$ cat src/sv/mtcm_pkg.sv
// ----------------------------------------------------------------------------
// mtcm_pkg
// Shared widths, register indexes, reset values and the controller/datapath
// command and status types of the motor tach and current monitor.
// ----------------------------------------------------------------------------
package mtcm_pkg;

   // default length of the current averaging ring
   localparam int CURRENT_WINDOW_DEF = 8;

   // field widths
   localparam int TIME_W      = 32;
   localparam int SAMPLE_W    = 10;
   localparam int DRIVE_W     = 8;
   localparam int FACTOR_W    = 16;
   localparam int TIMEOUT_W   = 24;
   localparam int THRESH_W    = 10;
   localparam int LIMIT_W     = 16;
   localparam int SPEED_W     = 24;

   // configuration port
   localparam int CSR_INDEX_W = 3;
   localparam int CSR_DATA_W  = 24;

   localparam logic [CSR_INDEX_W-1:0] CSR_HIGH_FACTOR   = 3'd0;
   localparam logic [CSR_INDEX_W-1:0] CSR_LOW_FACTOR    = 3'd1;
   localparam logic [CSR_INDEX_W-1:0] CSR_STALL_TIMEOUT = 3'd2;
   localparam logic [CSR_INDEX_W-1:0] CSR_DRIVE_THRESH  = 3'd3;
   localparam logic [CSR_INDEX_W-1:0] CSR_CURRENT_THRESH = 3'd4;
   localparam logic [CSR_INDEX_W-1:0] CSR_STALL_LIMIT   = 3'd5;

   // register reset values
   localparam logic [FACTOR_W-1:0]  HIGH_FACTOR_RST    = 16'd4096;
   localparam logic [FACTOR_W-1:0]  LOW_FACTOR_RST     = 16'd4096;
   localparam logic [TIMEOUT_W-1:0] STALL_TIMEOUT_RST  = 24'd330000;
   localparam logic [DRIVE_W-1:0]   DRIVE_THRESH_RST   = 8'd30;
   localparam logic [THRESH_W-1:0]  CURRENT_THRESH_RST = 10'd20;
   localparam logic [LIMIT_W-1:0]   STALL_LIMIT_RST    = 16'd500;

   // 1e6 / 256 = 15625 / 4: numerator is (factor * 15625) >> 2
   localparam int                      SPEED_SCALE_W = 14;
   localparam logic [SPEED_SCALE_W-1:0] SPEED_SCALE  = 14'd15625;
   localparam int                      NUMER_W       = FACTOR_W + SPEED_SCALE_W - 2;
   localparam logic [SPEED_W-1:0]      SPEED_MAX     = 24'hFFFFFF;

   // controller to datapath commands
   typedef struct packed {
      logic capture;      // latch the request, read the ring slot
      logic ring_update;  // write the ring, update sum, elapsed time, numerator
      logic avg_mult;     // multiply sum by the window reciprocal
      logic div_start;    // launch the period division
      logic finish;       // commit state and load the response register
   } mtcm_cmd_type;

   // datapath to controller status
   typedef struct packed {
      logic edge_found;
      logic div_busy;
   } mtcm_status_type;

endpackage

$ cat src/sv/mtcm_ram.sv
// ----------------------------------------------------------------------------
// mtcm_ram
// Generic single write port, single read port RAM with registered read data.
// ----------------------------------------------------------------------------
module mtcm_ram #(
   parameter int WIDTH = 10,
   parameter int DEPTH = 8
) (
   input  logic                                       clock,
   input  logic                                       wr_en,
   input  logic [(DEPTH > 1 ? $clog2(DEPTH) : 1)-1:0] wr_addr,
   input  logic [WIDTH-1:0]                           wr_data,
   input  logic                                       rd_en,
   input  logic [(DEPTH > 1 ? $clog2(DEPTH) : 1)-1:0] rd_addr,
   output logic [WIDTH-1:0]                           rd_data
);

   logic [WIDTH-1:0] mem_ff [DEPTH];
   logic [WIDTH-1:0] rd_data_ff;

   // write port
   always_ff @(posedge clock) begin
      if (wr_en) begin
         mem_ff[wr_addr] <= wr_data;
      end
   end

   // registered read port
   always_ff @(posedge clock) begin
      if (rd_en) begin
         rd_data_ff <= mem_ff[rd_addr];
      end
   end

   assign rd_data = rd_data_ff;

endmodule

$ cat src/sv/mtcm_div.sv
// ----------------------------------------------------------------------------
// mtcm_div
// Radix-2 restoring divider: speed numerator by the 32-bit period, one
// quotient bit per cycle.
// ----------------------------------------------------------------------------
module mtcm_div
   import mtcm_pkg::*;
(
   input  logic               clock,
   input  logic               reset,
   input  logic               start,
   input  logic [NUMER_W-1:0] dividend,
   input  logic [TIME_W-1:0]  divisor,
   output logic               busy,
   output logic [NUMER_W-1:0] quotient
);

   localparam int CNT_W = $clog2(NUMER_W + 1);

   logic              busy_ff, busy_in;
   logic [CNT_W-1:0]  count_ff, count_in;
   logic [TIME_W-1:0] rem_ff, rem_in;
   logic [TIME_W-1:0] divisor_ff, divisor_in;
   logic [NUMER_W-1:0] quo_ff, quo_in;
   logic [TIME_W:0]   trial;
   logic [TIME_W:0]   diff;
   logic              fits;

   // one shift-and-subtract step
   always_comb begin
      trial      = {rem_ff, quo_ff[NUMER_W-1]};
      diff       = trial - {1'b0, divisor_ff};
      fits       = (trial >= {1'b0, divisor_ff});
      busy_in    = busy_ff;
      count_in   = count_ff;
      rem_in     = rem_ff;
      quo_in     = quo_ff;
      divisor_in = divisor_ff;
      if (start) begin
         busy_in    = 1'b1;
         count_in   = CNT_W'(NUMER_W);
         rem_in     = '0;
         quo_in     = dividend;
         divisor_in = divisor;
      end else if (busy_ff) begin
         rem_in   = fits ? diff[TIME_W-1:0] : trial[TIME_W-1:0];
         quo_in   = {quo_ff[NUMER_W-2:0], fits};
         count_in = count_ff - 1'b1;
         if (count_ff == CNT_W'(1)) begin
            busy_in = 1'b0;
         end
      end
   end

   // control
   always_ff @(posedge clock) begin
      if (reset) begin
         busy_ff  <= 1'b0;
         count_ff <= '0;
      end else begin
         busy_ff  <= busy_in;
         count_ff <= count_in;
      end
   end

   // partial remainder and quotient
   always_ff @(posedge clock) begin
      rem_ff     <= rem_in;
      quo_ff     <= quo_in;
      divisor_ff <= divisor_in;
   end

   assign busy     = busy_ff;
   assign quotient = quo_ff;

endmodule

$ cat src/sv/mtcm_datapath.sv
// ----------------------------------------------------------------------------
// mtcm_datapath
// Configuration registers, current averaging ring, period measurement,
// stall integral and the response register of the monitor.
// ----------------------------------------------------------------------------
module mtcm_datapath
   import mtcm_pkg::*;
#(
   parameter int CURRENT_WINDOW = CURRENT_WINDOW_DEF
) (
   input  logic                   clock,
   input  logic                   reset,
   input  mtcm_cmd_type           cmd,
   output mtcm_status_type        status,
   input  logic                   csr_we,
   input  logic [CSR_INDEX_W-1:0] csr_index,
   input  logic [CSR_DATA_W-1:0]  csr_wdata,
   input  logic [TIME_W-1:0]      req_time_us,
   input  logic                   req_tach_level,
   input  logic [SAMPLE_W-1:0]    req_current_sample,
   input  logic [DRIVE_W-1:0]     req_drive_level,
   input  logic                   req_motor_enabled,
   output logic [SPEED_W-1:0]     rsp_speed,
   output logic [SAMPLE_W-1:0]    rsp_avg_current,
   output logic                   rsp_edge_seen,
   output logic                   rsp_stall_timeout_hit,
   output logic                   rsp_fault_trip
);

   localparam int POS_W     = (CURRENT_WINDOW > 1) ? $clog2(CURRENT_WINDOW) : 1;
   localparam int SUM_W     = SAMPLE_W + $clog2(CURRENT_WINDOW);
   // sum / window = (sum * AVG_MULT) >> AVG_SHIFT, exact for every sum
   localparam int AVG_SHIFT = SUM_W + $clog2(CURRENT_WINDOW);
   localparam int PROD_W    = SUM_W + AVG_SHIFT + 1;
   localparam logic [AVG_SHIFT:0] AVG_MULT =
      (AVG_SHIFT + 1)'(((64'd1 << AVG_SHIFT) + 64'(CURRENT_WINDOW) - 64'd1) /
                       64'(CURRENT_WINDOW));

   // configuration
   logic [FACTOR_W-1:0]  high_factor_ff, high_factor_in;
   logic [FACTOR_W-1:0]  low_factor_ff, low_factor_in;
   logic [TIMEOUT_W-1:0] timeout_ff, timeout_in;
   logic [DRIVE_W-1:0]   drive_thresh_ff, drive_thresh_in;
   logic [THRESH_W-1:0]  current_thresh_ff, current_thresh_in;
   logic [LIMIT_W-1:0]   stall_limit_ff, stall_limit_in;

   // monitor state
   logic [POS_W-1:0]   pos_ff, pos_in;
   logic               wrapped_ff, wrapped_in;
   logic [SUM_W-1:0]   sum_ff, sum_in;
   logic               last_tach_ff, last_tach_in;
   logic [TIME_W-1:0]  last_edge_ff, last_edge_in;
   logic [SPEED_W-1:0] speed_hold_ff, speed_hold_in;
   logic [LIMIT_W-1:0] accum_ff, accum_in;

   // captured request and intermediate values
   logic [TIME_W-1:0]   time_ff;
   logic                tach_ff;
   logic [SAMPLE_W-1:0] sample_ff;
   logic [DRIVE_W-1:0]  drive_ff;
   logic                enabled_ff;
   logic [TIME_W-1:0]   elapsed_ff;
   logic                edge_ff;
   logic [NUMER_W-1:0]  numer_ff, numer_in;
   logic [PROD_W-1:0]   prod_ff, prod_in;

   // response register
   logic [SPEED_W-1:0]  rsp_speed_ff;
   logic [SAMPLE_W-1:0] rsp_avg_ff;
   logic                rsp_edge_ff;
   logic                rsp_timeout_ff;
   logic                rsp_fault_ff;

   logic [SAMPLE_W-1:0] ram_rdata;
   logic [SAMPLE_W-1:0] old_sample;
   logic [SUM_W:0]      sum_wide;
   logic [FACTOR_W-1:0] factor_sel;
   logic [FACTOR_W+SPEED_SCALE_W-1:0] numer_prod;
   logic [NUMER_W-1:0]  quotient;
   logic                div_busy;
   logic [SPEED_W-1:0]  speed_edge;
   logic [SAMPLE_W-1:0] avg;
   logic                timeout;
   logic                drive_hot;
   logic [LIMIT_W:0]    accum_sum;
   logic [LIMIT_W-1:0]  accum_sat;
   logic                fault;

   // current ring storage
   mtcm_ram #(
      .WIDTH (SAMPLE_W),
      .DEPTH (CURRENT_WINDOW)
   ) u_ring (
      .clock   (clock),
      .wr_en   (cmd.ring_update),
      .wr_addr (pos_ff),
      .wr_data (sample_ff),
      .rd_en   (cmd.capture),
      .rd_addr (pos_ff),
      .rd_data (ram_rdata)
   );

   // period divider
   mtcm_div u_div (
      .clock    (clock),
      .reset    (reset),
      .start    (cmd.div_start),
      .dividend (numer_ff),
      .divisor  (elapsed_ff),
      .busy     (div_busy),
      .quotient (quotient)
   );

   // configuration writes
   always_comb begin
      high_factor_in    = high_factor_ff;
      low_factor_in     = low_factor_ff;
      timeout_in        = timeout_ff;
      drive_thresh_in   = drive_thresh_ff;
      current_thresh_in = current_thresh_ff;
      stall_limit_in    = stall_limit_ff;
      if (csr_we) begin
         case (csr_index)
            CSR_HIGH_FACTOR:    high_factor_in    = csr_wdata[FACTOR_W-1:0];
            CSR_LOW_FACTOR:     low_factor_in     = csr_wdata[FACTOR_W-1:0];
            CSR_STALL_TIMEOUT:  timeout_in        = csr_wdata[TIMEOUT_W-1:0];
            CSR_DRIVE_THRESH:   drive_thresh_in   = csr_wdata[DRIVE_W-1:0];
            CSR_CURRENT_THRESH: current_thresh_in = csr_wdata[THRESH_W-1:0];
            CSR_STALL_LIMIT:    stall_limit_in    = csr_wdata[LIMIT_W-1:0];
            default: ;
         endcase
      end
   end

   // ring update, running sum and speed numerator
   always_comb begin
      old_sample = wrapped_ff ? ram_rdata : '0;
      sum_wide   = {1'b0, sum_ff} - (SUM_W + 1)'(old_sample) + (SUM_W + 1)'(sample_ff);
      factor_sel = tach_ff ? high_factor_ff : low_factor_ff;
      numer_prod = (FACTOR_W + SPEED_SCALE_W)'(factor_sel) *
                   (FACTOR_W + SPEED_SCALE_W)'(SPEED_SCALE);
      numer_in   = numer_prod[NUMER_W+1:2];
      prod_in    = PROD_W'(sum_ff) * PROD_W'(AVG_MULT);
      pos_in     = pos_ff;
      wrapped_in = wrapped_ff;
      sum_in     = sum_ff;
      if (cmd.ring_update) begin
         sum_in = sum_wide[SUM_W-1:0];
         if (pos_ff == POS_W'(CURRENT_WINDOW - 1)) begin
            pos_in     = '0;
            wrapped_in = 1'b1;
         end else begin
            pos_in = pos_ff + 1'b1;
         end
      end
   end

   // edge speed, timeout and stall checks
   always_comb begin
      avg        = prod_ff[AVG_SHIFT +: SAMPLE_W];
      if (numer_ff == '0) begin
         speed_edge = '0;
      end else if (quotient > NUMER_W'(SPEED_MAX)) begin
         speed_edge = SPEED_MAX;
      end else begin
         speed_edge = quotient[SPEED_W-1:0];
      end
      timeout    = !edge_ff && (elapsed_ff > TIME_W'(timeout_ff));
      drive_hot  = (drive_ff > drive_thresh_ff);
      accum_sum  = {1'b0, accum_ff} + (LIMIT_W + 1)'(drive_ff);
      accum_sat  = accum_sum[LIMIT_W] ? {LIMIT_W{1'b1}} : accum_sum[LIMIT_W-1:0];

      last_tach_in  = last_tach_ff;
      last_edge_in  = last_edge_ff;
      speed_hold_in = speed_hold_ff;
      accum_in      = accum_ff;
      fault         = 1'b0;
      if (cmd.finish) begin
         if (edge_ff) begin
            last_tach_in  = tach_ff;
            last_edge_in  = time_ff;
            speed_hold_in = speed_edge;
            accum_in      = '0;
         end else if (timeout) begin
            last_edge_in  = time_ff;
            speed_hold_in = '0;
            if (enabled_ff) begin
               if (drive_hot && (avg > current_thresh_ff)) begin
                  accum_in = accum_sat;
                  fault    = (accum_sat > stall_limit_ff);
               end else if (drive_hot && (avg < current_thresh_ff)) begin
                  fault = 1'b1;
               end
            end else begin
               accum_in = '0;
            end
         end
      end
   end

   // control and state registers
   always_ff @(posedge clock) begin
      if (reset) begin
         high_factor_ff    <= HIGH_FACTOR_RST;
         low_factor_ff     <= LOW_FACTOR_RST;
         timeout_ff        <= STALL_TIMEOUT_RST;
         drive_thresh_ff   <= DRIVE_THRESH_RST;
         current_thresh_ff <= CURRENT_THRESH_RST;
         stall_limit_ff    <= STALL_LIMIT_RST;
         pos_ff            <= '0;
         wrapped_ff        <= 1'b0;
         sum_ff            <= '0;
         last_tach_ff      <= 1'b0;
         last_edge_ff      <= '0;
         speed_hold_ff     <= '0;
         accum_ff          <= '0;
      end else begin
         high_factor_ff    <= high_factor_in;
         low_factor_ff     <= low_factor_in;
         timeout_ff        <= timeout_in;
         drive_thresh_ff   <= drive_thresh_in;
         current_thresh_ff <= current_thresh_in;
         stall_limit_ff    <= stall_limit_in;
         pos_ff            <= pos_in;
         wrapped_ff        <= wrapped_in;
         sum_ff            <= sum_in;
         last_tach_ff      <= last_tach_in;
         last_edge_ff      <= last_edge_in;
         speed_hold_ff     <= speed_hold_in;
         accum_ff          <= accum_in;
      end
   end

   // request capture and intermediate results
   always_ff @(posedge clock) begin
      if (cmd.capture) begin
         time_ff    <= req_time_us;
         tach_ff    <= req_tach_level;
         sample_ff  <= req_current_sample;
         drive_ff   <= req_drive_level;
         enabled_ff <= req_motor_enabled;
      end
      if (cmd.ring_update) begin
         elapsed_ff <= time_ff - last_edge_ff;
         edge_ff    <= (tach_ff != last_tach_ff);
         numer_ff   <= numer_in;
      end
      if (cmd.avg_mult) begin
         prod_ff <= prod_in;
      end
   end

   // response register
   always_ff @(posedge clock) begin
      if (cmd.finish) begin
         rsp_speed_ff   <= speed_hold_in;
         rsp_avg_ff     <= avg;
         rsp_edge_ff    <= edge_ff;
         rsp_timeout_ff <= timeout;
         rsp_fault_ff   <= fault;
      end
   end

   assign status.edge_found    = edge_ff;
   assign status.div_busy      = div_busy;
   assign rsp_speed            = rsp_speed_ff;
   assign rsp_avg_current      = rsp_avg_ff;
   assign rsp_edge_seen        = rsp_edge_ff;
   assign rsp_stall_timeout_hit = rsp_timeout_ff;
   assign rsp_fault_trip       = rsp_fault_ff;

endmodule

$ cat src/sv/mtcm_ctrl.sv
// ----------------------------------------------------------------------------
// mtcm_ctrl
// Sequencer of the monitor: walks one request through ring update, average,
// optional period division and commit, and owns the response valid flag.
// ----------------------------------------------------------------------------
module mtcm_ctrl
   import mtcm_pkg::*;
(
   input  logic            clock,
   input  logic            reset,
   input  logic            req_valid,
   output logic            req_stall,
   output logic            rsp_valid,
   input  logic            rsp_stall,
   output mtcm_cmd_type    cmd,
   input  mtcm_status_type status
);

   localparam logic [2:0] ST_IDLE = 3'd0;
   localparam logic [2:0] ST_READ = 3'd1;
   localparam logic [2:0] ST_AVG  = 3'd2;
   localparam logic [2:0] ST_DIV  = 3'd3;
   localparam logic [2:0] ST_FIN  = 3'd4;

   logic [2:0] state_ff, state_in;
   logic       rsp_valid_ff, rsp_valid_in;
   logic       out_free;

   // next state and commands
   always_comb begin
      state_in     = state_ff;
      cmd          = '0;
      out_free     = !rsp_valid_ff || !rsp_stall;
      rsp_valid_in = rsp_valid_ff && rsp_stall;
      case (state_ff)
         ST_IDLE: begin
            if (req_valid) begin
               cmd.capture = 1'b1;
               state_in    = ST_READ;
            end
         end
         ST_READ: begin
            cmd.ring_update = 1'b1;
            state_in        = ST_AVG;
         end
         ST_AVG: begin
            cmd.avg_mult = 1'b1;
            if (status.edge_found) begin
               cmd.div_start = 1'b1;
               state_in      = ST_DIV;
            end else begin
               state_in = ST_FIN;
            end
         end
         ST_DIV: begin
            if (!status.div_busy) begin
               state_in = ST_FIN;
            end
         end
         ST_FIN: begin
            if (out_free) begin
               cmd.finish   = 1'b1;
               rsp_valid_in = 1'b1;
               state_in     = ST_IDLE;
            end
         end
         default: begin
            state_in = ST_IDLE;
         end
      endcase
   end

   always_ff @(posedge clock) begin
      if (reset) begin
         state_ff     <= ST_IDLE;
         rsp_valid_ff <= 1'b0;
      end else begin
         state_ff     <= state_in;
         rsp_valid_ff <= rsp_valid_in;
      end
   end

   assign req_stall = (state_ff != ST_IDLE);
   assign rsp_valid = rsp_valid_ff;

endmodule

$ cat src/sv/motor_tach_current_monitor.sv
// ----------------------------------------------------------------------------
// motor_tach_current_monitor
// Tachometer period speed measurement with current averaging and stall
// detection.
// ----------------------------------------------------------------------------
// Usage:
//   req_* carries one sample tick (timestamp, tach level, current sample,
//   drive level, enable). A request is taken when req_valid is high and
//   req_stall is low. rsp_* returns exactly one response per request, taken
//   when rsp_valid is high and rsp_stall is low.
//   csr_* writes configuration registers by index (0..5, higher ignored);
//   csr_ready is always high. Write only while no request is in flight.
// Sequencing:
//   a tick is worked through ring update, average and commit; a tick
//   with an edge adds the radix-2 period division, one quotient bit per
//   cycle over 28 bits, before the commit. Only one request is in flight:
//   req_stall stays high until its response is loaded, and the next
//   request can be taken the cycle after.
// Reset (synchronous): clears the ring fill state, sums, edge time, speed,
//   stall integral and response valid; registers go to their defaults.
// Stall: a held response keeps its payload; a new request may be taken and
//   worked on, and its result waits until the response register frees up.
// ----------------------------------------------------------------------------
module motor_tach_current_monitor
   import mtcm_pkg::*;
#(
   parameter int CURRENT_WINDOW = CURRENT_WINDOW_DEF
) (
   input  logic                   clock,
   input  logic                   reset,
   input  logic                   req_valid,
   output logic                   req_stall,
   input  logic [TIME_W-1:0]      req_time_us,
   input  logic                   req_tach_level,
   input  logic [SAMPLE_W-1:0]    req_current_sample,
   input  logic [DRIVE_W-1:0]     req_drive_level,
   input  logic                   req_motor_enabled,
   output logic                   rsp_valid,
   input  logic                   rsp_stall,
   output logic [SPEED_W-1:0]     rsp_speed,
   output logic [SAMPLE_W-1:0]    rsp_avg_current,
   output logic                   rsp_edge_seen,
   output logic                   rsp_stall_timeout_hit,
   output logic                   rsp_fault_trip,
   input  logic                   csr_valid,
   output logic                   csr_ready,
   input  logic [CSR_INDEX_W-1:0] csr_index,
   input  logic [CSR_DATA_W-1:0]  csr_wdata
);

   mtcm_cmd_type    cmd;
   mtcm_status_type status;

   // configuration is always accepted
   assign csr_ready = 1'b1;

   mtcm_ctrl u_ctrl (
      .clock     (clock),
      .reset     (reset),
      .req_valid (req_valid),
      .req_stall (req_stall),
      .rsp_valid (rsp_valid),
      .rsp_stall (rsp_stall),
      .cmd       (cmd),
      .status    (status)
   );

   mtcm_datapath #(
      .CURRENT_WINDOW (CURRENT_WINDOW)
   ) u_datapath (
      .clock                 (clock),
      .reset                 (reset),
      .cmd                   (cmd),
      .status                (status),
      .csr_we                (csr_valid & csr_ready),
      .csr_index             (csr_index),
      .csr_wdata             (csr_wdata),
      .req_time_us           (req_time_us),
      .req_tach_level        (req_tach_level),
      .req_current_sample    (req_current_sample),
      .req_drive_level       (req_drive_level),
      .req_motor_enabled     (req_motor_enabled),
      .rsp_speed             (rsp_speed),
      .rsp_avg_current       (rsp_avg_current),
      .rsp_edge_seen         (rsp_edge_seen),
      .rsp_stall_timeout_hit (rsp_stall_timeout_hit),
      .rsp_fault_trip        (rsp_fault_trip)
   );

endmodule

$ cat config.mk
export PLATFORM = sky130hd
export DESIGN_NAME = motor_tach_current_monitor
export DESIGN_NICKNAME = d
export VERILOG_FILES = /design/src/sv/mtcm_pkg.sv /design/src/sv/mtcm_ram.sv /design/src/sv/mtcm_div.sv /design/src/sv/mtcm_datapath.sv /design/src/sv/mtcm_ctrl.sv /design/src/sv/motor_tach_current_monitor.sv
export SDC_FILE = /design/constraint.sdc
export NUM_CORES = 1
export LEC_CHECK = 0
export BUFFER_PORTS_ARGS = -buffer_cell sky130_fd_sc_hd__clkbuf_2
export CAP_MARGIN = 20
export CELL_PAD_IN_SITES_DETAIL_PLACEMENT = 0
export CELL_PAD_IN_SITES_GLOBAL_PLACEMENT = 1
export CORE_MARGIN = 8
export CORE_UTILIZATION = 46
export CTS_BUF_LIST = sky130_fd_sc_hd__clkbuf_2 sky130_fd_sc_hd__clkbuf_4 sky130_fd_sc_hd__clkbuf_8
export DETAILED_ROUTE_END_ITERATION = 8
export PLACE_DENSITY_LB_ADDON = 0.1
export SKIP_LAST_GASP = 1
export SYNTH_ARGS = -nofsm -noshare
export SYNTH_HDL_FRONTEND = slang
export SYNTH_SLANG_ARGS = --single-unit
$ cat constraint.sdc
create_clock -name clock -period 6.7 [get_ports clock]
set_input_delay 0.335 -clock clock [delete_from_list [all_inputs] [get_ports clock]]
set_output_delay 0.335 -clock clock [all_outputs]
set_load 0.02 [all_outputs]
==> results of run 1 <==
-- where the power goes --
part           switching (mW)  internal [mW]
combinational            2.67           1.80
sequential              0.425           4.41
clock                    1.38           1.77
total                    4.47           7.99
-- sequential cells by signal (all words and copies together) (netlist names), 8 cells and up --
register                      flops
u_datapath.u_ring.mem_ff         80
u_datapath.elapsed_ff            32
u_datapath.last_edge_ff          32
u_datapath.time_ff               32
u_datapath.u_div.divisor_ff      32
u_datapath.u_div.rem_ff          32
u_datapath.numer_ff              28
u_datapath.u_div.quotient        28
u_datapath.rsp_speed             24
u_datapath.speed_hold_ff         24
u_datapath.timeout_ff            24
u_datapath.accum_ff              16
u_datapath.high_factor_ff        16
u_datapath.low_factor_ff         16
u_datapath.stall_limit_ff        16
u_datapath.sum_ff                13
u_datapath.current_thresh_ff     10
u_datapath.prod_ff               10
u_datapath.rsp_avg_current       10
u_datapath.sample_ff             10
u_datapath.u_ring.rd_data        10
u_datapath.drive_ff               8
u_datapath.drive_thresh_ff        8
-- worst max-delay path by stage --
stage                                                    to  slack (ns)  cells after the start
final                     u_datapath.numer_ff[24]$_DFFE_PP_        0.40                     21
after global placement    u_datapath.numer_ff[24]$_DFFE_PP_        0.43                     21
after global routing      u_datapath.numer_ff[24]$_DFFE_PP_       0.006                     21
after detailed placement  u_datapath.numer_ff[24]$_DFFE_PP_        0.42                     19
after floorplan           u_datapath.numer_ff[24]$_DFFE_PP_        0.14                     23
after CTS                 u_datapath.numer_ff[24]$_DFFE_PP_        0.38                     21
-- worst max-delay path, stage by stage (launching register included) --
cell and delay (ns):
edfxtp_1 0.47, mux2i_1 0.33, inv_1 0.22, fa_1 0.56
inv_1 0.05, fa_1 0.53, inv_1 0.05, fa_1 0.53
inv_1 0.05, fa_1 0.49, inv_1 0.04, ha_1 0.30
fa_1 0.48, ha_1 0.36, o21ai_0 0.19, nand2b_1 0.12
a311o_1 0.40, a211o_1 0.32, a21oi_2 0.19, o21bai_1 0.10
a21oi_2 0.15, xnor2_1 0.07
-- stage by stage --
stage | area [µm²] | setup slack [ns] | hold WS, ns
floorplan | 29120 | 0.1364 | 0.4172
global route | 33530 | 0.006028 | 0.03071
CTS | 33470 | 0.3815 | 0.0007967
detailed placement | 30700 | 0.4231 | 0.4395
global placement | 30690 | 0.4309 | 0.4249
finish | 33530 | 0.4028 | 0.06213
-- layout by cell type, fill, tap and decap left out, types with 19 or more instances in the layout --
cell | netlist | layout
xor2_1 | 35 | 35
dlygate4sd3_1 | 0 | 76
edfxtp_1 | 310 | 310
o2bb2ai_1 | 24 | 24
clkbuf_2 | 0 | 121
xnor2_1 | 66 | 66
nand2b_1 | 33 | 33
a21oi_1 | 220 | 219
ha_1 | 251 | 251
and3_1 | 20 | 20
a21o_1 | 54 | 54
and2_1 | 21 | 21
fa_1 | 68 | 68
mux2i_1 | 65 | 65
o21a_1 | 23 | 23
clkbuf_8 | 0 | 106
nor3_1 | 38 | 34
dfxtp_1 | 222 | 221
nand3_1 | 45 | 45
inv_1 | 298 | 296
nor2_1 | 186 | 184
a211oi_1 | 24 | 24
clkbuf_4 | 0 | 33
o21ai_0 | 68 | 68
nand4_1 | 19 | 19
nand2_1 | 367 | 367
nor2b_1 | 53 | 53
buf_4 | 3 | 34
-- per-layer routing --
layer  GRT usage, %  vias to the layer above  part of all wire (%)
li1               -                    10410                     -
met1          25.69                     9887                    48
met5              0                        -                 0.057
met3          3.653                       94                   4.4
met4          5.484                        6                   1.9
met2          31.37                      351                    46
-- area by class of cell --
class | instances | area [µm²]
well taps | 846 | 1059
diodes | 2 | 5.005
multi-input cells | 1914 | 13900
inverters | 298 | 1119
clock buffers | 139 | 1707
fillers | 5758 | 29320
clock inverters | 33 | 299.0
repair buffers | 235 | 1683
flip-flops and latches | 532 | 13750
-- timing repair --
action / in CTS / in global routing
hold buffers: 76 / 0
endpoints found under the hold margin: 132 / 0
endpoints found under the setup margin: 0 / 0
-- cell families (layout without fill, tap and decap cells) --
family          count (synthesis)  count (layout)
simple gates                  842             842
mux                            87              87
xor+xnor                      101             101
fa+ha+maj                     319             319
other cells                     1               3
compound gates                564             564
flops                         532             532
buf+inv                       400             705
==> reports/metrics.sh, run 1 <==
NUMBER_OF_SYNTHESIZED_FLOPS_WITH_AN_ENABLE_PIN=310
GRT_PASS1_WL_UM=111000
SYNTH_TOP_FAMILY_BY_AREA='adder cells'
AVGVIACOUNTPERCELL=5.189
STATUS='finished clean'
CTS-ROOT-BUF='clkbuf_8'
ROWS=92
YOSYS_WARNINGS=0
DRIVE_GT1_SHARE_PCT=11.68
TOTAL_GRT_USAGE_PCT=19.13
WORST_SETUP_PATH_START_KIND='register'
DESIGN.FINAL.NETS=3477
SYNTH-SIMPLE-AREA-SHARE_PCT=13.18
YOSYSSEQAREASHARE_PCT=47.23
DOMINANTREGCELLSYNTH='edfxtp_1'
MAXCLOCKFREQUENCY_MHz=158.8
PLACED_CELLS=3745
SYNTH_TOP_CELL_AREA_SHARE_PCT=31.97
CELL_WITH_THE_MOST_INSTANCES_AFTER_SYNTHESIS='nand2_1'
HOLD_VIOL_FINAL=0
POWER_PER_CELL_AREA_nW_PER_UM2=371.6
MIN-DELAY-PATH-CLASS='input pin to register'
GR-TOTAL-OVERFLOW=0
SETUP-TNS-FINAL_NS=0
ANTENNA_FOUND_INITIAL=6
FLOPS_LATCHES_SYNTH=532
ROUTED_WIRE_LENGTH_UM=68420
COMPOUND_GATE_FRACTION_OF_SYNTH_AREA_PCT=12.51
YS_TOP_CELLS_BY_AREA='edfxtp_1 (32%), dfxtp_1 (15%), ha_1 (11%), nand2_1 (4.7%), fa_1 (4.7%)'
FINAL_MIN_PERIOD_OVER_CLOCK_PERIOD_PCT=93.99
WORST_PIN_SLEW_NS=1.096
CRITPATHMAXFANOUT=6
HP-START='csr_wdata[4]'
FLOORPLAN.DIE_AREA_UM2=71620
R2R-END='u_datapath.numer_ff[24]$_DFFE_PP_'
CRITICALPATHCATEGORY='register to register'
DRV_SLEW=0
SYN-INSTANCE-COUNT=2846
CORE_AREA_UM2=62850
TRITONCTS='yes'
SYNTH.AREA.MUX_SHARE_PCT=3.317
AREAGROWTHSYNTHTOFINISH_PCT=15.13
CTS-BUFFERS-INSERTED=93
DIE_WIDTH_UM=267.6
PLACE.PORT_BUFFERS=122
FIN_WORST_SKEW_NS=0.04485
SYNTH-XOR-AREA-SHARE_PCT=3.038
TIMING.FINAL.SETUP_VIOLATIONS=0
LARGEST_NET_DEGREE_AT_THE_START_OF_GLOBAL_ROUTING=81
FLOORPLAN.DIE.HEIGHT_UM=267.6
POWER.IR.VDD_WORST_uV=275.5
CTSRESIZECOUNT=0
SYNTH.LARGEST_AREA_CELL='edfxtp_1'
DP_HPWL_UM=49040
CTS.SINK_COUNT=532
LAST_WEIGHTED_CONGESTION_VALUE_OF_THE_ROUTABILITY_DRIVEN_PLACER=0.8427
ASYNC_FLOP_SHARE_PCT=0
CTS_POST_SETUP_BUFFERS_INSERTED=0
HOLD_ENDPOINT='u_datapath.high_factor_ff[4]$_SDFFE_PP0P_'
REG2REG_FROM='u_datapath.tach_ff$_DFFE_PP_'
STATIC-LEAKAGE-POWER_nW=14.29
HOLDPATHSTAGES=3
SYNTHDISTINCTLIBCELLS=79
CLK_PIN_SLEW_NS=0.06
MAPPEDNETLISTNETS=3249
ROUTE.DETAILED.WL_PER_INST_UM=17.11
SYNTH_ADDER_AREA_SHARE_PCT=15.46
R2R_SLACK_NS=0.40
MAX-CLOCK-PATH-BUFFERS=3
CLOCK_INSERTION_DELAY_WORST_SKEW_NS=0.69
CRITPATHCAPTURETYPE='register'
CRIT_REQUIRED_NS=7.10
GRT_PASS1_VIAS=21080
FINAL_PERIOD_MINUS_WORST_SETUP_SLACK_NS=6.297
SYN_AREA_PER_CELL_UM2=10.23
R2R_CELLS=21
DRT_DRC_VIOLATIONS_LEFT=0
DEEPEST_LEVEL_OF_THE_CTS_H_TREE=3
GRT_SETUP_UNREPAIRED='false'
POST_LAYOUT_NONFILLER_INSTANCES=3999
DRT_FIRST_PASS_ITERS=5
SLEW-LIMIT-HEADROOM_PCT=26.96
ANT_NETS=0
IOS=124
MAX-CAP-VIOLATIONS=0
DESIGN_POWER_TOTAL_mW=12.46
SYNTH_COMMON_CELLS='nand2_1 (367), edfxtp_1 (310), inv_1 (298), ha_1 (251), dfxtp_1 (222)'
CRITICAL_PATH_ARRIVAL_NS=6.70
SYNTH.CELL_AREA_UM2=29120
LAYOUT.CORE_UTILIZATION_PCT=53.35
CRITPATHLAUNCH='u_datapath.tach_ff$_DFFE_PP_'
DRT_ITER0_DRC=994
START_UTIL_PCT=46.34
DETAILROUTE.VIA_COUNT=20750
Power figures use the tool's default switching activity.
==> run 2: changes to the inputs <==
- BUFFER_PORTS_ARGS: -buffer_cell sky130_fd_sc_hd__clkbuf_2 -> default
- CORE_UTILIZATION: 46 -> 48
- DONT_BUFFER_PORTS: default -> 1
==> run 2 against run 1 <==
  * Clock skew is 0.012 ns higher
  * Setup slack better by 0.0032 ns
  * Non-clock buffer count is 112 lower
  * First-iteration DRC count is 20% higher
  * Sequential cell count stayed put
  * Hold slack better by 0.039 ns
  * Utilization is 1.4 points higher
  * Largest cell class unchanged
  * Via count is 2.2% lower
  * Critical path depth stayed put
  * Register-to-register slack hardly changed
  * Highest routed layer unchanged
==> reports/metrics.sh, run 2 (same netlist as run 1, synthesis figures left out) <==
TRITONCTS='yes'
CRITPATHMAXFANOUT=6
WORST_SETUP_PATH_START_KIND='register'
CRITPATHCAPTURETYPE='register'
CTS-ROOT-BUF='clkbuf_8'
MOST_FREQUENT_CELLS_IN_THE_LAYOUT='nand2_1 (367), edfxtp_1 (310), inv_1 (296), ha_1 (251), dfxtp_1 (221)'
CRITICAL-PATH-SLOWEST-CELL='fa_1'
MAX_REG_FLOPS=80
GRT_SETUP_UNREPAIRED='false'
CP_TOP_FAMILY='adder cells'
FIN_WORST_SKEW_NS=0.05727
SLEW-LIMIT-HEADROOM_PCT=28.10
AREAGROWTHSYNTHTOFINISH_PCT=13.09
GRT_PASS1_WL_UM=108300
CTS-BUFFERS-INSERTED=91
CTSRESIZECOUNT=0
LAST_WEIGHTED_CONGESTION_VALUE_OF_THE_ROUTABILITY_DRIVEN_PLACER=0.8564
CORE_AREA_UM2=60130
CRITICAL_PATH_BUF_INV_COUNT=5
PATH_CELLS='buf_4, mux2_2, fa_1, inv_1, fa_1, inv_1, fa_1, inv_1, fa_1, inv_1, ha_1, fa_1, ha_1, o21ai_0, nand2b_1, a311o_1, a211o_1, a21oi_2, o21bai_1, a21oi_2, xnor2_1'
DETAILROUTE.VIA_COUNT=20300
ROUTE.DETAILED.WL_PER_INST_UM=17.72
MAX-CLOCK-PATH-BUFFERS=3
DRIVE_GT1_SHARE_PCT=7.974
DEEPEST_LEVEL_OF_THE_CTS_H_TREE=3
ROWS=90
DRT_DRC_VIOLATIONS_LEFT=0
DIE_WIDTH_UM=262.3
TOTAL_GRT_USAGE_PCT=19.19
TIMING.FINAL.SETUP_VIOLATIONS=0
DP_HPWL_UM=48020
LAYOUT_COMMONEST_CELL='nand2_1'
CLK_PIN_SLEW_NS=0.07
MAX-CAP-VIOLATIONS=0
ANT_NETS=0
LARGEST_NET_DEGREE_AT_THE_START_OF_GLOBAL_ROUTING=191
START_UTIL_PCT=48.43
MAX_FLOP_REGISTER='u_datapath.u_ring.mem_ff'
HOLD_VIOL_FINAL=0
DRT_ITER0_DRC=1189
FINAL_MIN_PERIOD_OVER_CLOCK_PERIOD_PCT=93.94
SETUP-TNS-FINAL_NS=0
FINAL_PERIOD_MINUS_WORST_SETUP_SLACK_NS=6.294
POWER.IR.VDD_WORST_uV=203.9
IOS=124
DRV_SLEW=0
POWER_PER_CELL_AREA_nW_PER_UM2=374.4
CRITICAL_PATH_ARRIVAL_NS=6.70
STATIC-LEAKAGE-POWER_nW=13.79
STATUS='finished clean'
FLOORPLAN.DIE_AREA_UM2=68810
ANTENNA_FOUND_INITIAL=4
FLOORPLAN.DIE.HEIGHT_UM=262.3
GRT_PASS1_VIAS=20070
CRITPATHMAXSTAGEDELAY_NS=0.52
WORST_PIN_SLEW_NS=1.073
CLOCK_INSERTION_DELAY_WORST_SKEW_NS=0.71
DESIGN.FINAL.NETS=3363
CRITICALPATHCATEGORY='register to register'
CRIT_REQUIRED_NS=7.11
PLACE.PORT_BUFFERS=0
GR-TOTAL-OVERFLOW=0
MIN-DELAY-PATH-CLASS='input pin to register'
DRT_FIRST_PASS_ITERS=5
CRIT_TOP_CELL='fa_1'
TIMING.HOLD.WS_NS=0.1013
AVGVIACOUNTPERCELL=5.311
ROUTED_WIRE_LENGTH_UM=67700
MAXCLOCKFREQUENCY_MHz=158.9
CTS.SINK_COUNT=532
## run 2: cell types whose count changed in the layout (fill, tap and decap cells not counted), sizes merged
cell,previous run,this run
diode,2,4
buf,38,37
bufinv,3,2
clkbuf,260,134
dlygate4sd3,76,86
clkinvlp,0,1
clkinv,25,26
## run 2: layout make-up
| cell class | instances | area [µm²] |
|---|---|---|
| clock inverter | 34 | 296.5 |
| clock buffer | 134 | 1644 |
| sequential | 532 | 13750 |
| tap | 782 | 978.4 |
| inverter | 298 | 1119 |
| antenna | 4 | 10.01 |
| timing repair buffer | 123 | 1214 |
| multi-input combinational | 1914 | 13920 |
| fill | 5454 | 27200 |
## run 2: worst paths after layout
check,start,slack (ns),cells past startpoint,end
worst max-delay path,u_datapath.tach_ff$_DFFE_PP_,0.41,21,u_datapath.numer_ff[24]$_DFFE_PP_
worst min-delay path,csr_index[2],0.10,4,u_datapath.current_thresh_ff[5]$_SDFFE_PP0P_
worst max register to register,u_datapath.tach_ff$_DFFE_PP_,0.41,21,u_datapath.numer_ff[24]$_DFFE_PP_
worst min register to register,u_datapath.elapsed_ff[25]$_DFFE_PP_,0.45,0,u_datapath.u_div.divisor_ff[25]$_DFFE_PP_
## run 2: worst min-delay path: stages
cell	delay (ns)
nand2b_1	0.07
nor2_1	0.17
nand2_1	0.11
a21oi_1	0.06
## run 2: what timing repair did
item / in CTS / in global routing
hold endpoints to repair: 256 / 0
setup buffers: 0 / 2
setup endpoints to repair: 0 / 3
hold buffers: 87 / 0
## run 2: stage by stage
stage	cell area, µm²	utilization, %	cells	total power [mW]	worst slack [ns]
after floorplan	29120	-	2846	8.165	0.1364
after global placement	29970	49.84	3553	9.134	0.3910
after detailed placement	30020	49.93	3556	9.225	0.2863
after CTS	32850	54.63	3811	12.45	0.2347
after global routing	32930	54.76	3818	13.22	0.06658
final	32930	54.77	3821	12.33	0.4060
## run 2: routing by layer
layer	wire length (µm)	vias up	global-route usage [%]
met1	31800	9606	25.69
met4	1526	2	5.832
met3	3726	109	4.331
met2	30630	392	30.86
met5	13	-	0
li1	-	10190	-
## run 2: power breakdown
group,switching [mW],total (mW),internal (mW)
Clock,1.38,3.06,1.68
Sequential,0.487,4.90,4.42
Combinational,2.59,4.36,1.77
==> run 3: changes to the inputs <==
- REMOVE_ABC_BUFFERS: default -> 1
==> run 3 against run 2 <==
  * Sequential cell count stayed put
  * Fmax is 1.4% higher
  * Highest routed layer unchanged
  * Setup slack better by 0.085 ns
  * Sequential share of layout area is 0.29 points lower
  * Power is 3.4% higher
  * Count of clock-buffer cells in the layout is 10 higher
  * Cell count is 0.39% higher
  * Critical endpoint unchanged
  * Critical path depth is 2 lower
  * Clock power is 12% higher
==> reports/metrics.sh, run 3 (same netlist as run 1, synthesis figures left out) <==
DP_AREA_UM2=30050
CLOCK_INSERTION_DELAY_WORST_SKEW_NS=0.70
LAST_WEIGHTED_CONGESTION_VALUE_OF_THE_ROUTABILITY_DRIVEN_PLACER=0.8268
STATUS='finished clean'
MAX-CAP-VIOLATIONS=0
CTS-BUFFERS-INSERTED=95
CRITICAL-PATH-SLOWEST-CELL='fa_1'
MAX-CLOCK-PATH-BUFFERS=3
ANTENNA_FOUND_INITIAL=11
MAX_REG_FLOPS=80
CRITICAL_PATH_ARRIVAL_NS=6.63
CTS.SINK_COUNT=532
PLACE.PORT_BUFFERS=0
ANT_NETS=0
WORST_SETUP_PATH_START_KIND='register'
POST-ROUTE-CELL-AREA_UM2=33160
ROUTE.DETAILED.WL_PER_INST_UM=18.10
MIN-DELAY-PATH-CLASS='input pin to register'
SETUP-TNS-FINAL_NS=0
TOTAL_GRT_USAGE_PCT=19.70
GRT_SETUP_UNREPAIRED='false'
CRIT_REQUIRED_NS=7.12
DESIGN_POWER_TOTAL_mW=12.75
IOS=124
AVGVIACOUNTPERCELL=5.356
SLEW-LIMIT-HEADROOM_PCT=27.61
MAX_FLOP_REGISTER='u_datapath.u_ring.mem_ff'
DETAILROUTE.VIA_COUNT=20540
FLOORPLAN.DIE_AREA_UM2=68810
POWER.IR.VDD_WORST_uV=407.0
CRITPATHMAXSTAGEDELAY_NS=0.52
CRITPATHCAPTURETYPE='register'
TRITONCTS='yes'
CTS_POST_SETUP_BUFFERS_INSERTED=0
TIMING.FINAL.SETUP_VIOLATIONS=0
CRITICALPATHCATEGORY='register to register'
CRITPATHMAXFANOUT=6
POWER_PER_CELL_AREA_nW_PER_UM2=384.5
DEEPEST_LEVEL_OF_THE_CTS_H_TREE=3
DRV_SLEW=0
DESIGN.FINAL.NETS=3365
LARGEST_NET_DEGREE_AT_THE_START_OF_GLOBAL_ROUTING=191
DP_HPWL_UM=48440
CLK_PIN_SLEW_NS=0.06
FINAL_PERIOD_MINUS_WORST_SETUP_SLACK_NS=6.209
ROUTED_WIRE_LENGTH_UM=69420
FLOORPLAN.DIE.HEIGHT_UM=262.3
GR-TOTAL-OVERFLOW=0
FIN_WORST_SKEW_NS=0.03786
HOLD_VIOL_FINAL=0
GRT_PASS1_WL_UM=111300
STATIC-LEAKAGE-POWER_nW=13.92
FINAL_MIN_PERIOD_OVER_CLOCK_PERIOD_PCT=92.67
START_UTIL_PCT=48.43
TIMING.HOLD.WS_NS=0.09402
DRT_ITER0_DRC=1192
CORE_AREA_UM2=60130
DRT_DRC_VIOLATIONS_LEFT=0
CTSRESIZECOUNT=0
DIE_WIDTH_UM=262.3
MOST_FREQUENT_CELLS_IN_THE_LAYOUT='nand2_1 (366), edfxtp_1 (310), inv_1 (296), ha_1 (251), dfxtp_1 (221)'
WORST_PIN_SLEW_NS=1.080
MAXCLOCKFREQUENCY_MHz=161.1
DRT_FIRST_PASS_ITERS=5
DRIVE_GT1_SHARE_PCT=8.670
AREAGROWTHSYNTHTOFINISH_PCT=13.88
ROWS=90
GRT_PASS1_VIAS=20630
CRIT_TOP_CELL='fa_1'
PATH_CELLS='buf_4, mux2_2, fa_1, inv_1, fa_1, fa_1, fa_1, inv_1, ha_1, fa_1, ha_1, a21oi_1, o311ai_2, a311o_1, a211o_1, a21oi_2, o21bai_1, a21oi_2, xnor2_1'
LAYOUT_COMMONEST_CELL='nand2_1'
CTS-ROOT-BUF='clkbuf_8'
## run 3: changes by cell type in the layout (fill, tap and decap cells not counted), sizes merged
cell         delta
dlygate4sd3     -3
clkbuf         +10
bufinv          +4
buf             +1
clkinvlp        +1
diode           +5
clkinv          -3
## run 3: final cells by class
type,instances,area [µm²]
clock inverter,36,400.4
multi-input combinational,1914,13910
fill,5368,26970
tap,782,978.4
timing repair buffer,121,1171
sequential,532,13750
antenna,9,22.52
clock buffer,144,1807
inverter,298,1119
## run 3: critical path: cells and delay by family, from the launching register on
| family | cells | cell delay [ns] |
|---|---|---|
| DFF | 1 | 0.38 |
| xor gates and xnor gates | 1 | 0.07 |
| adders and majority gates | 7 | 3.18 |
| buffers and inverters | 3 | 0.27 |
| AOI/OAI and AO/OA | 7 | 1.62 |
| muxes | 1 | 0.42 |
## run 3: metrics by stage
step                      cells  utilization [%]  worst slack [ns]
after floorplan            2744                -            0.2998
after global placement     3557            49.88            0.5238
after detailed placement   3560            49.96            0.4863
after CTS                  3821            55.01            0.4625
after global routing       3832            55.13            0.1496
final                      3836            55.15            0.4911
## run 3: final timing paths
kind / from / end / slack [ns] / depth (start not counted)
min reg2reg: u_datapath.elapsed_ff[24]$_DFFE_PP_ / u_datapath.u_div.divisor_ff[24]$_DFFE_PP_ / 0.45 / 0
min: csr_index[0] / u_datapath.drive_thresh_ff[3]$_SDFFE_PP1P_ / 0.09 / 3
max: u_datapath.tach_ff$_DFFE_PP_ / u_datapath.numer_ff[24]$_DFFE_PP_ / 0.49 / 19
max reg2reg: u_datapath.tach_ff$_DFFE_PP_ / u_datapath.numer_ff[24]$_DFFE_PP_ / 0.49 / 19
## run 3: what timing repair did
action | 4_1_cts | 5_1_grt
hold endpoints to repair | 242 | 2
setup endpoints to repair | 0 | 0
hold buffers | 81 | 3
## run 3: power by group
group	internal (mW)	total [mW]	switching (mW)
registers	4.42	4.90	0.483
logic	1.77	4.42	2.66
clock network	1.99	3.43	1.44
## run 3: routing by layer
layer	vias to the layer above	GRT usage, %	wire length (µm)
met5	-	0	25
met4	4	5.847	1355
met3	107	4.032	3510
met2	430	31.66	31570
met1	9789	26.74	32960
li1	10210	-	-
